File: src/rtl/core/cpb_pkg.sv
`timescale 1ns / 1ps

package cpb_pkg;

    localparam int FRAME_SIZE = 4096;
    localparam int CLIP_W     = 13;
    localparam int COORD_W    = 12;
    localparam int ADDR_W     = 4;

    localparam logic [CLIP_W-1:0] CLIP_FULL = CLIP_W'(FRAME_SIZE);

    typedef enum logic [1:0] {
        OP_CLEAR  = 2'd0,
        OP_RECT   = 2'd1,
        OP_GLYPH  = 2'd2,
        OP_UNUSED = 2'd3
    } opcode_t;

    typedef enum logic [1:0] {
        REG_CLIP_LEFT   = 2'd0,
        REG_CLIP_TOP    = 2'd1,
        REG_CLIP_RIGHT  = 2'd2,
        REG_CLIP_BOTTOM = 2'd3
    } reg_index_t;

    typedef struct packed {
        logic [CLIP_W-1:0] left;
        logic [CLIP_W-1:0] top;
        logic [CLIP_W-1:0] right;
        logic [CLIP_W-1:0] bottom;
    } clip_t;

    // after premultiply
    typedef struct packed {
        opcode_t     opcode;
        logic        in_clip;
        logic [31:0] bg;
        logic [23:0] straight;
        logic [23:0] premul;
        logic [7:0]  fg_alpha;
        logic [7:0]  texel;
        logic [7:0]  glyph_alpha;
    } s1_t;

    // after coverage scaling
    typedef struct packed {
        opcode_t     opcode;
        logic        in_clip;
        logic [31:0] bg;
        logic [23:0] straight;
        logic [31:0] fg_word;
        logic [7:0]  inv_alpha;
    } s2_t;

    // after background scaling
    typedef struct packed {
        opcode_t     opcode;
        logic        in_clip;
        logic [31:0] bg;
        logic [23:0] straight;
        logic [31:0] fg_word;
        logic [31:0] bg_scaled;
    } s3_t;

    function automatic logic [7:0] scale8(input logic [7:0] v, input logic [7:0] k);
        logic [15:0] prod;
        prod = 16'(v) * 16'(k);
        return prod[15:8];
    endfunction

endpackage

File: src/rtl/core/clipped_premultiplied_pixel_blender.sv
// Per-pixel compositor: each item is one destination pixel with its old ARGB word, a
// straight drawing color, a glyph coverage byte and an opcode (clear, rectangle blend,
// glyph blit). It accepts one item every clock unless the output stalls, and returns
// one result per item; of the four register stages (premultiply, coverage scale,
// background scale, add and select) the first three each hold one level of 8 by 8
// multiplies and the last the 32-bit add, and a stall at the output backs up stage by
// stage, so bubbles close up and nothing is lost or repeated.
// The scissor registers sit on a small APB port at byte addresses 0 (left), 4 (top),
// 8 (right) and 12 (bottom), 13 bits each, and are meant to be written only while the
// pipeline is empty.
`timescale 1ns / 1ps

module clipped_premultiplied_pixel_blender (
    input  logic                        clk,
    input  logic                        rst_n,
    // scissor register port
    input  logic                        psel,
    input  logic                        penable,
    input  logic                        pwrite,
    input  logic [cpb_pkg::ADDR_W-1:0]  paddr,
    input  logic [31:0]                 pwdata,
    output logic [31:0]                 prdata,
    output logic                        pready,
    // pixel item in
    input  logic                        in_valid,
    output logic                        in_ready,
    input  logic [1:0]                  opcode,
    input  logic [cpb_pkg::COORD_W-1:0] pixel_x,
    input  logic [cpb_pkg::COORD_W-1:0] pixel_y,
    input  logic [31:0]                 bg_pixel,
    input  logic [7:0]                  fg_red,
    input  logic [7:0]                  fg_green,
    input  logic [7:0]                  fg_blue,
    input  logic [7:0]                  fg_alpha,
    input  logic [7:0]                  texel_alpha,
    // result item out
    output logic                        out_valid,
    input  logic                        out_ready,
    output logic                        write_enable,
    output logic [31:0]                 pixel_out
);
    import cpb_pkg::*;

    clip_t clip;
    s1_t   s1_data;
    s2_t   s2_data;
    logic  s1_valid;
    logic  s1_ready;
    logic  s2_valid;
    logic  s2_ready;

    // scissor registers, reset to the whole frame
    cpb_regs u_regs (
        .clk     (clk),
        .rst_n   (rst_n),
        .psel    (psel),
        .penable (penable),
        .pwrite  (pwrite),
        .paddr   (paddr),
        .pwdata  (pwdata),
        .prdata  (prdata),
        .pready  (pready),
        .clip    (clip)
    );

    // stage 1: clip test and color times alpha, plus alpha times coverage
    cpb_premul u_premul (
        .clk         (clk),
        .rst_n       (rst_n),
        .valid_in    (in_valid),
        .ready_in    (in_ready),
        .opcode      (opcode),
        .pixel_x     (pixel_x),
        .pixel_y     (pixel_y),
        .bg_pixel    (bg_pixel),
        .fg_red      (fg_red),
        .fg_green    (fg_green),
        .fg_blue     (fg_blue),
        .fg_alpha    (fg_alpha),
        .texel_alpha (texel_alpha),
        .clip        (clip),
        .valid_out   (s1_valid),
        .ready_out   (s1_ready),
        .data_out    (s1_data)
    );

    // stage 2: glyph coverage applied, source word and inverse alpha formed
    cpb_glyph u_glyph (
        .clk       (clk),
        .rst_n     (rst_n),
        .valid_in  (s1_valid),
        .ready_in  (s1_ready),
        .data_in   (s1_data),
        .valid_out (s2_valid),
        .ready_out (s2_ready),
        .data_out  (s2_data)
    );

    // stages 3 and 4: background times inverse alpha, then 32-bit add and
    // opcode / clip selection into the output register
    cpb_blend u_blend (
        .clk          (clk),
        .rst_n        (rst_n),
        .valid_in     (s2_valid),
        .ready_in     (s2_ready),
        .data_in      (s2_data),
        .valid_out    (out_valid),
        .ready_out    (out_ready),
        .write_enable (write_enable),
        .pixel_out    (pixel_out)
    );

endmodule

File: src/rtl/core/cpb_regs.sv
`timescale 1ns / 1ps

module cpb_regs (
    input  logic                       clk,
    input  logic                       rst_n,
    input  logic                       psel,
    input  logic                       penable,
    input  logic                       pwrite,
    input  logic [cpb_pkg::ADDR_W-1:0] paddr,
    input  logic [31:0]                pwdata,
    output logic [31:0]                prdata,
    output logic                       pready,
    output cpb_pkg::clip_t             clip
);
    import cpb_pkg::*;

    clip_t      clip_reg;
    clip_t      clip_next;
    reg_index_t index;
    logic       wr_en;

    assign index  = reg_index_t'(paddr[3:2]);
    assign wr_en  = psel && penable && pwrite;
    assign pready = 1'b1;
    assign clip   = clip_reg;

    always_comb
    begin
        clip_next = clip_reg;
        if (wr_en)
        begin
            case (index)
                REG_CLIP_LEFT:   clip_next.left   = pwdata[CLIP_W-1:0];
                REG_CLIP_TOP:    clip_next.top    = pwdata[CLIP_W-1:0];
                REG_CLIP_RIGHT:  clip_next.right  = pwdata[CLIP_W-1:0];
                REG_CLIP_BOTTOM: clip_next.bottom = pwdata[CLIP_W-1:0];
                default:         clip_next = clip_reg;
            endcase
        end
    end

    always_ff @(posedge clk or negedge rst_n)
    begin
        if (!rst_n)
        begin
            clip_reg.left   <= '0;
            clip_reg.top    <= '0;
            clip_reg.right  <= CLIP_FULL;
            clip_reg.bottom <= CLIP_FULL;
        end
        else
        begin
            clip_reg <= clip_next;
        end
    end

    always_comb
    begin
        case (index)
            REG_CLIP_LEFT:   prdata = {{(32-CLIP_W){1'b0}}, clip_reg.left};
            REG_CLIP_TOP:    prdata = {{(32-CLIP_W){1'b0}}, clip_reg.top};
            REG_CLIP_RIGHT:  prdata = {{(32-CLIP_W){1'b0}}, clip_reg.right};
            REG_CLIP_BOTTOM: prdata = {{(32-CLIP_W){1'b0}}, clip_reg.bottom};
            default:         prdata = '0;
        endcase
    end

endmodule

File: src/rtl/core/cpb_premul.sv
`timescale 1ns / 1ps

module cpb_premul (
    input  logic                        clk,
    input  logic                        rst_n,
    input  logic                        valid_in,
    output logic                        ready_in,
    input  logic [1:0]                  opcode,
    input  logic [cpb_pkg::COORD_W-1:0] pixel_x,
    input  logic [cpb_pkg::COORD_W-1:0] pixel_y,
    input  logic [31:0]                 bg_pixel,
    input  logic [7:0]                  fg_red,
    input  logic [7:0]                  fg_green,
    input  logic [7:0]                  fg_blue,
    input  logic [7:0]                  fg_alpha,
    input  logic [7:0]                  texel_alpha,
    input  cpb_pkg::clip_t              clip,
    output logic                        valid_out,
    input  logic                        ready_out,
    output cpb_pkg::s1_t                data_out
);
    import cpb_pkg::*;

    logic              valid_reg;
    s1_t               data_reg;
    s1_t               data_next;
    logic [CLIP_W-1:0] x_ext;
    logic [CLIP_W-1:0] y_ext;

    assign x_ext = {1'b0, pixel_x};
    assign y_ext = {1'b0, pixel_y};

    always_comb
    begin
        data_next.opcode      = opcode_t'(opcode);
        data_next.in_clip     = (x_ext >= clip.left) && (x_ext < clip.right)
                             && (y_ext >= clip.top) && (y_ext < clip.bottom);
        data_next.bg          = bg_pixel;
        data_next.straight    = {fg_red, fg_green, fg_blue};
        data_next.premul      = {scale8(fg_red, fg_alpha), scale8(fg_green, fg_alpha),
                                 scale8(fg_blue, fg_alpha)};
        data_next.fg_alpha    = fg_alpha;
        data_next.texel       = texel_alpha;
        data_next.glyph_alpha = scale8(fg_alpha, texel_alpha);
    end

    assign ready_in  = !valid_reg || ready_out;
    assign valid_out = valid_reg;
    assign data_out  = data_reg;

    always_ff @(posedge clk or negedge rst_n)
    begin
        if (!rst_n)
        begin
            valid_reg <= 1'b0;
        end
        else if (ready_in)
        begin
            valid_reg <= valid_in;
        end
    end

    always_ff @(posedge clk)
    begin
        if (ready_in && valid_in)
        begin
            data_reg <= data_next;
        end
    end

endmodule

File: src/rtl/core/cpb_glyph.sv
`timescale 1ns / 1ps

module cpb_glyph (
    input  logic         clk,
    input  logic         rst_n,
    input  logic         valid_in,
    output logic         ready_in,
    input  cpb_pkg::s1_t data_in,
    output logic         valid_out,
    input  logic         ready_out,
    output cpb_pkg::s2_t data_out
);
    import cpb_pkg::*;

    logic valid_reg;
    s2_t  data_reg;
    s2_t  data_next;
    logic [7:0] fa;

    always_comb
    begin
        data_next.opcode   = data_in.opcode;
        data_next.in_clip  = data_in.in_clip;
        data_next.bg       = data_in.bg;
        data_next.straight = data_in.straight;
        // glyph scales the premultiplied color by coverage once more
        if (data_in.opcode == OP_GLYPH)
        begin
            fa = data_in.glyph_alpha;
            data_next.fg_word = {fa,
                                 scale8(data_in.premul[23:16], data_in.texel),
                                 scale8(data_in.premul[15:8], data_in.texel),
                                 scale8(data_in.premul[7:0], data_in.texel)};
        end
        else
        begin
            fa = data_in.fg_alpha;
            data_next.fg_word = {fa, data_in.premul};
        end
        data_next.inv_alpha = ~fa;
    end

    assign ready_in  = !valid_reg || ready_out;
    assign valid_out = valid_reg;
    assign data_out  = data_reg;

    always_ff @(posedge clk or negedge rst_n)
    begin
        if (!rst_n)
        begin
            valid_reg <= 1'b0;
        end
        else if (ready_in)
        begin
            valid_reg <= valid_in;
        end
    end

    always_ff @(posedge clk)
    begin
        if (ready_in && valid_in)
        begin
            data_reg <= data_next;
        end
    end

endmodule

File: src/rtl/core/cpb_blend.sv
`timescale 1ns / 1ps

module cpb_blend (
    input  logic         clk,
    input  logic         rst_n,
    input  logic         valid_in,
    output logic         ready_in,
    input  cpb_pkg::s2_t data_in,
    output logic         valid_out,
    input  logic         ready_out,
    output logic         write_enable,
    output logic [31:0]  pixel_out
);
    import cpb_pkg::*;

    // background scaling stage
    logic        s3_valid_reg;
    s3_t         s3_reg;
    s3_t         s3_next;
    logic        s3_ready;
    // result stage
    logic        out_valid_reg;
    logic        we_reg;
    logic        we_next;
    logic [31:0] pix_reg;
    logic [31:0] pix_next;
    logic        out_ready;
    logic [31:0] sum;

    always_comb
    begin
        s3_next.opcode    = data_in.opcode;
        s3_next.in_clip   = data_in.in_clip;
        s3_next.bg        = data_in.bg;
        s3_next.straight  = data_in.straight;
        s3_next.fg_word   = data_in.fg_word;
        s3_next.bg_scaled = {data_in.inv_alpha,
                             scale8(data_in.bg[23:16], data_in.inv_alpha),
                             scale8(data_in.bg[15:8], data_in.inv_alpha),
                             scale8(data_in.bg[7:0], data_in.inv_alpha)};
    end

    // carries between channels are part of the blend
    assign sum = s3_reg.fg_word + s3_reg.bg_scaled;

    always_comb
    begin
        we_next  = 1'b0;
        pix_next = s3_reg.bg;
        case (s3_reg.opcode)
            OP_CLEAR:
            begin
                we_next  = 1'b1;
                pix_next = {8'hFF, s3_reg.straight};
            end
            OP_RECT, OP_GLYPH:
            begin
                if (s3_reg.in_clip)
                begin
                    we_next  = 1'b1;
                    pix_next = sum;
                end
            end
            default:
            begin
                we_next  = 1'b0;
                pix_next = s3_reg.bg;
            end
        endcase
    end

    assign out_ready    = !out_valid_reg || ready_out;
    assign s3_ready     = !s3_valid_reg || out_ready;
    assign ready_in     = s3_ready;
    assign valid_out    = out_valid_reg;
    assign write_enable = we_reg;
    assign pixel_out    = pix_reg;

    always_ff @(posedge clk or negedge rst_n)
    begin
        if (!rst_n)
        begin
            s3_valid_reg  <= 1'b0;
            out_valid_reg <= 1'b0;
        end
        else
        begin
            if (s3_ready)
            begin
                s3_valid_reg <= valid_in;
            end
            if (out_ready)
            begin
                out_valid_reg <= s3_valid_reg;
            end
        end
    end

    always_ff @(posedge clk)
    begin
        if (s3_ready && valid_in)
        begin
            s3_reg <= s3_next;
        end
        if (out_ready && s3_valid_reg)
        begin
            we_reg  <= we_next;
            pix_reg <= pix_next;
        end
    end

endmodule

File: config.mk
export PLATFORM = sky130hd
export DESIGN_NAME = clipped_premultiplied_pixel_blender
export DESIGN_NICKNAME = d
export VERILOG_FILES = /design/src/rtl/core/cpb_pkg.sv /design/src/rtl/core/clipped_premultiplied_pixel_blender.sv /design/src/rtl/core/cpb_regs.sv /design/src/rtl/core/cpb_premul.sv /design/src/rtl/core/cpb_glyph.sv /design/src/rtl/core/cpb_blend.sv
export SDC_FILE = /design/constraint.sdc
export NUM_CORES = 2
export LEC_CHECK = 0
export BUFFER_PORTS_ARGS = -buffer_cell sky130_fd_sc_hd__buf_2
export CAP_MARGIN = 15
export CORE_MARGIN = 3
export CORE_UTILIZATION = 65
export CTS_CLUSTER_DIAMETER = 30
export DETAILED_ROUTE_END_ITERATION = 10
export GPL_TIMING_DRIVEN = 0
export PLACE_DENSITY = 0.95
export SYNTH_ARGS = -nofsm -noshare
export SYNTH_HDL_FRONTEND = slang
export SYNTH_SLANG_ARGS = --single-unit
File: constraint.sdc
create_clock -name clk -period 13.9 [get_ports clk]
set_input_delay 0.695 -clock clk [delete_from_list [all_inputs] [get_ports clk]]
set_output_delay 0.695 -clock clk [all_outputs]
set_load 0.02 [all_outputs]
==> results.json <==
{
  "final_common_cell": "inv_1",
  "p_leak_nw": 19.17,
  "worstSkewPairLatency_ps": 640,
  "via_per_inst": 6.364,
  "path_max_fanout": 10,
  "path_depth": 18,
  "rsz0062_at_grt": "no",
  "yosys_warnings": 0,
  "status": "finished with violations",
  "layoutNonFillerInstCount": 4370,
  "worst-path-buf-inv": 4,
  "power_density_nw_per_um2": 241.8,
  "cts.sinks": 418,
  "yosysSeqAreaShare": 0.3399,
  "cp_slowest_cell": "a211oi_1",
  "maxSlewViolCount": 0,
  "largest_register_ffs": 123,
  "cts_hold_buf": 0,
  "reg2regPathDepth": 18,
  "finalWeightedCongestion": 0.9396,
  "seqPwrFrac": 0.211,
  "cp-start-kind": "flop",
  "first_iter_violations": 3373,
  "setup_viol": 0,
  "fp.dieH_um": 241.7,
  "worstHoldPathType": "in2async",
  "swShare": 0.4585,
  "ys_ff_latch": 418,
  "io_pins": 209,
  "worst_setup_path_end_kind": "flop",
  "cts_resized": 0,
  "final_layout_size_suffix_gt1_frac": 0.1130,
  "io_buffers": 165,
  "ant_nets": 0,
  "dp_cells": 4210,
  "arrival_ps": 6750,
  "mostFrequentLayoutCells": "inv_1, and2_1, ha_1, edfxtp_1, fa_1",
  "pwr-share-clk": 0.206,
  "avgSynthCellArea_um2": 10.99,
  "use_met1": 0.4283,
  "cts_setup_buffers": 0,
  "peakVddDrop_mv": 0.1515,
  "cts_root_buf": "clkbuf_16",
  "cts_tree": "built",
  "dp_hpwl_mm": 67.77,
  "overflow": 0,
  "syn_inst": 3284,
  "core_um2": 54350,
  "drtPass1Iterations": 11,
  "die_area_um2": 58410,
  "synthFlopType": "edfxtp_1",
  "die_w_um": 241.7,
  "critPathTopFamily": "adder cells",
  "path_cells": "clkbuf_1 > nand2_1 > fa_1 > fa_1 > inv_1 > fa_1 > inv_1 > fa_1 > inv_1 > ha_1 > and3_1 > a21oi_1 > o21ai_1 > o41ai_2 > nor2_1 > a2111oi_2 > nor2_1 > a211oi_1",
  "cp.required_ps": 14210,
  "fmax_mhz": 155.4,
  "p_comb_frac": 0.584,
  "grt_pass1_vias": 29960,
  "clkTransAtPathRegs_ps": 50,
  "top_usage_layer": "met2",
  "cp_common_cell": "fa_1",
  "power.internal_mw": 5.353,
  "wire_per_inst_um": 24.22,
  "maxCapViolCount": 0,
  "synth_edf_count": 362,
  "htree_levels": 3,
  "antenna_found_initial": 14,
  "fin_nets": 4454,
  "drc_errors": 9,
  "initial_core_util": 0.6644,
  "critical_path_class": "reg2reg",
  "tns_ps": 0,
  "min_period_over_period": 0.4631,
  "cts_buffer_depth": 3,
  "synthArstFlopShare": 0.1340,
  "grt_max_degree": 74,
  "violations": "design-rule violations",
  "met2_usage": 0.5796,
  "routed_wl_mm": 105.8,
  "use_met3": 0.1087,
  "period_minus_slack_ps": 6437,
  "area_delta_synth_final_pct": 13.24,
  "worst_pin_slew_ps": 1045,
  "cts_buffers": 80,
  "synthesis.area_um2": 36110,
  "power_switching_mw": 4.532,
  "grt_use_total": 0.3644,
  "hold_viol_final": 0,
  "yosys.cell_types.count": 89,
  "finClkSkew_ps": 38.42,
  "cpPeakStageDelay_ps": 700,
  "rows": 85,
  "grt_pass1_wl_mm": 164.8,
  "relSlewSlack": 0.2985,
  "dr_total_vias": 27810
}
## Yosys cell counts, types with 4 or more instances
cell | instances | area [µm²]
inv_1 | 531 | 1993
and2_1 | 530 | 3316
ha_1 | 409 | 5117
edfxtp_1 | 362 | 10870
fa_1 | 351 | 7027
nand2_1 | 183 | 686.9
nor2_1 | 112 | 420.4
o21ai_0 | 91 | 455.4
clkbuf_1 | 78 | 292.8
a21oi_1 | 69 | 345.3
dfrtp_1 | 54 | 1351
nor3_1 | 43 | 215.2
xnor2_1 | 43 | 376.6
nand3_1 | 35 | 175.2
xor2_1 | 31 | 271.5
mux2_2 | 30 | 337.8
a21o_1 | 23 | 172.7
o21a_1 | 22 | 165.2
buf_4 | 20 | 150.1
nor2b_1 | 16 | 100.1
a211oi_1 | 15 | 112.6
a22oi_1 | 15 | 112.6
and3_1 | 14 | 87.58
mux4_2 | 13 | 292.8
o21bai_1 | 13 | 97.59
o21ai_1 | 12 | 60.06
nand2b_1 | 11 | 68.82
a41o_1 | 10 | 100.1
nand4_1 | 9 | 56.30
mux2i_1 | 8 | 80.08
o31ai_1 | 7 | 52.55
a222oi_1 | 6 | 60.06
and4b_1 | 6 | 60.06
o211ai_1 | 6 | 45.04
o2bb2ai_1 | 6 | 52.55
or3_1 | 6 | 37.54
buf_1 | 5 | 18.77
nand4b_1 | 5 | 43.79
o22ai_1 | 5 | 31.28
o41a_1 | 5 | 56.30
a21oi_2 | 4 | 35.03
a31oi_1 | 4 | 25.02
## kinds of logic (layout without fill, tap and decap cells)
logic type	Yosys count	in the layout	share of synthesized area
AND/OR/NAND/NOR	989	989	0.1503
adder cells (fa/ha/maj)	760	760	0.3363
buffers and inverters	638	957	0.06865
flip-flops	418	418	0.3399
AO/OA/AOI/OAI	352	352	0.06691
XOR/XNOR	74	74	0.01795
multiplexers	51	51	0.01968
other	2	30	0.0002080
## metal layers
layer | part of all wire | vias to the layer above
met4 | 0.084 | 12
met3 | 0.13 | 829
li1 | - | 11410
met2 | 0.46 | 2358
met5 | 0.0012 | -
met1 | 0.33 | 13200
## per-stage QoR
step	hold WS (ps)	area (µm²)	setup WS (ps)	total power [mW]	utilization
CTS	88.13	40860	7909	9.626	0.7519
global placement	401.1	37930	7970	6.916	0.6978
global route	130.1	40880	7361	10.47	0.7522
finish	88.94	40890	7463	9.885	0.7523
floorplan	399.4	36170	8819	5.815	-
detailed placement	404.5	38040	7875	7.244	0.7000
## path summary, 6_finish.rpt
path / startpoint / endpoint / slack, ps
max reg2reg: u_premul.data_out[10] / u_glyph.data_out[31] / 7460
min reg2reg: u_glyph.data_out[27] / u_blend.s3_reg[51] / 410
max in group asynchronous: rst_n / u_regs.clip[22] / 13220
max: u_premul.data_out[10] / u_glyph.data_out[31] / 7460
min: rst_n / u_regs.clip[51] / 90
min in group clk: bg_pixel[26] / u_premul.data_out[98] / 230
## power by group through the flow
stage	Sequential, mW	Clock, mW	Combinational (mW)
floorplan	1.96	0	3.85
global placement	2.05	0	4.86
detailed placement	2.05	0	5.19
CTS	2.05	2.03	5.55
global route	2.09	2.08	6.29
finish	2.08	2.03	5.77
## area by class of cell
| type | instances | area (µm²) |
|---|---|---|
| repair buffers | 169 | 928.4 |
| multi-input cells | 2246 | 21440 |
| clock buffers | 89 | 2036 |
| flip-flops and latches | 418 | 12270 |
| plain buffers | 105 | 478.0 |
| diodes | 10 | 25.02 |
| clock inverters | 61 | 783.3 |
| inverters | 533 | 2001 |
| well taps | 739 | 924.6 |
| fillers | 2963 | 13460 |
Note: power is estimated with default switching activity, not from simulation.
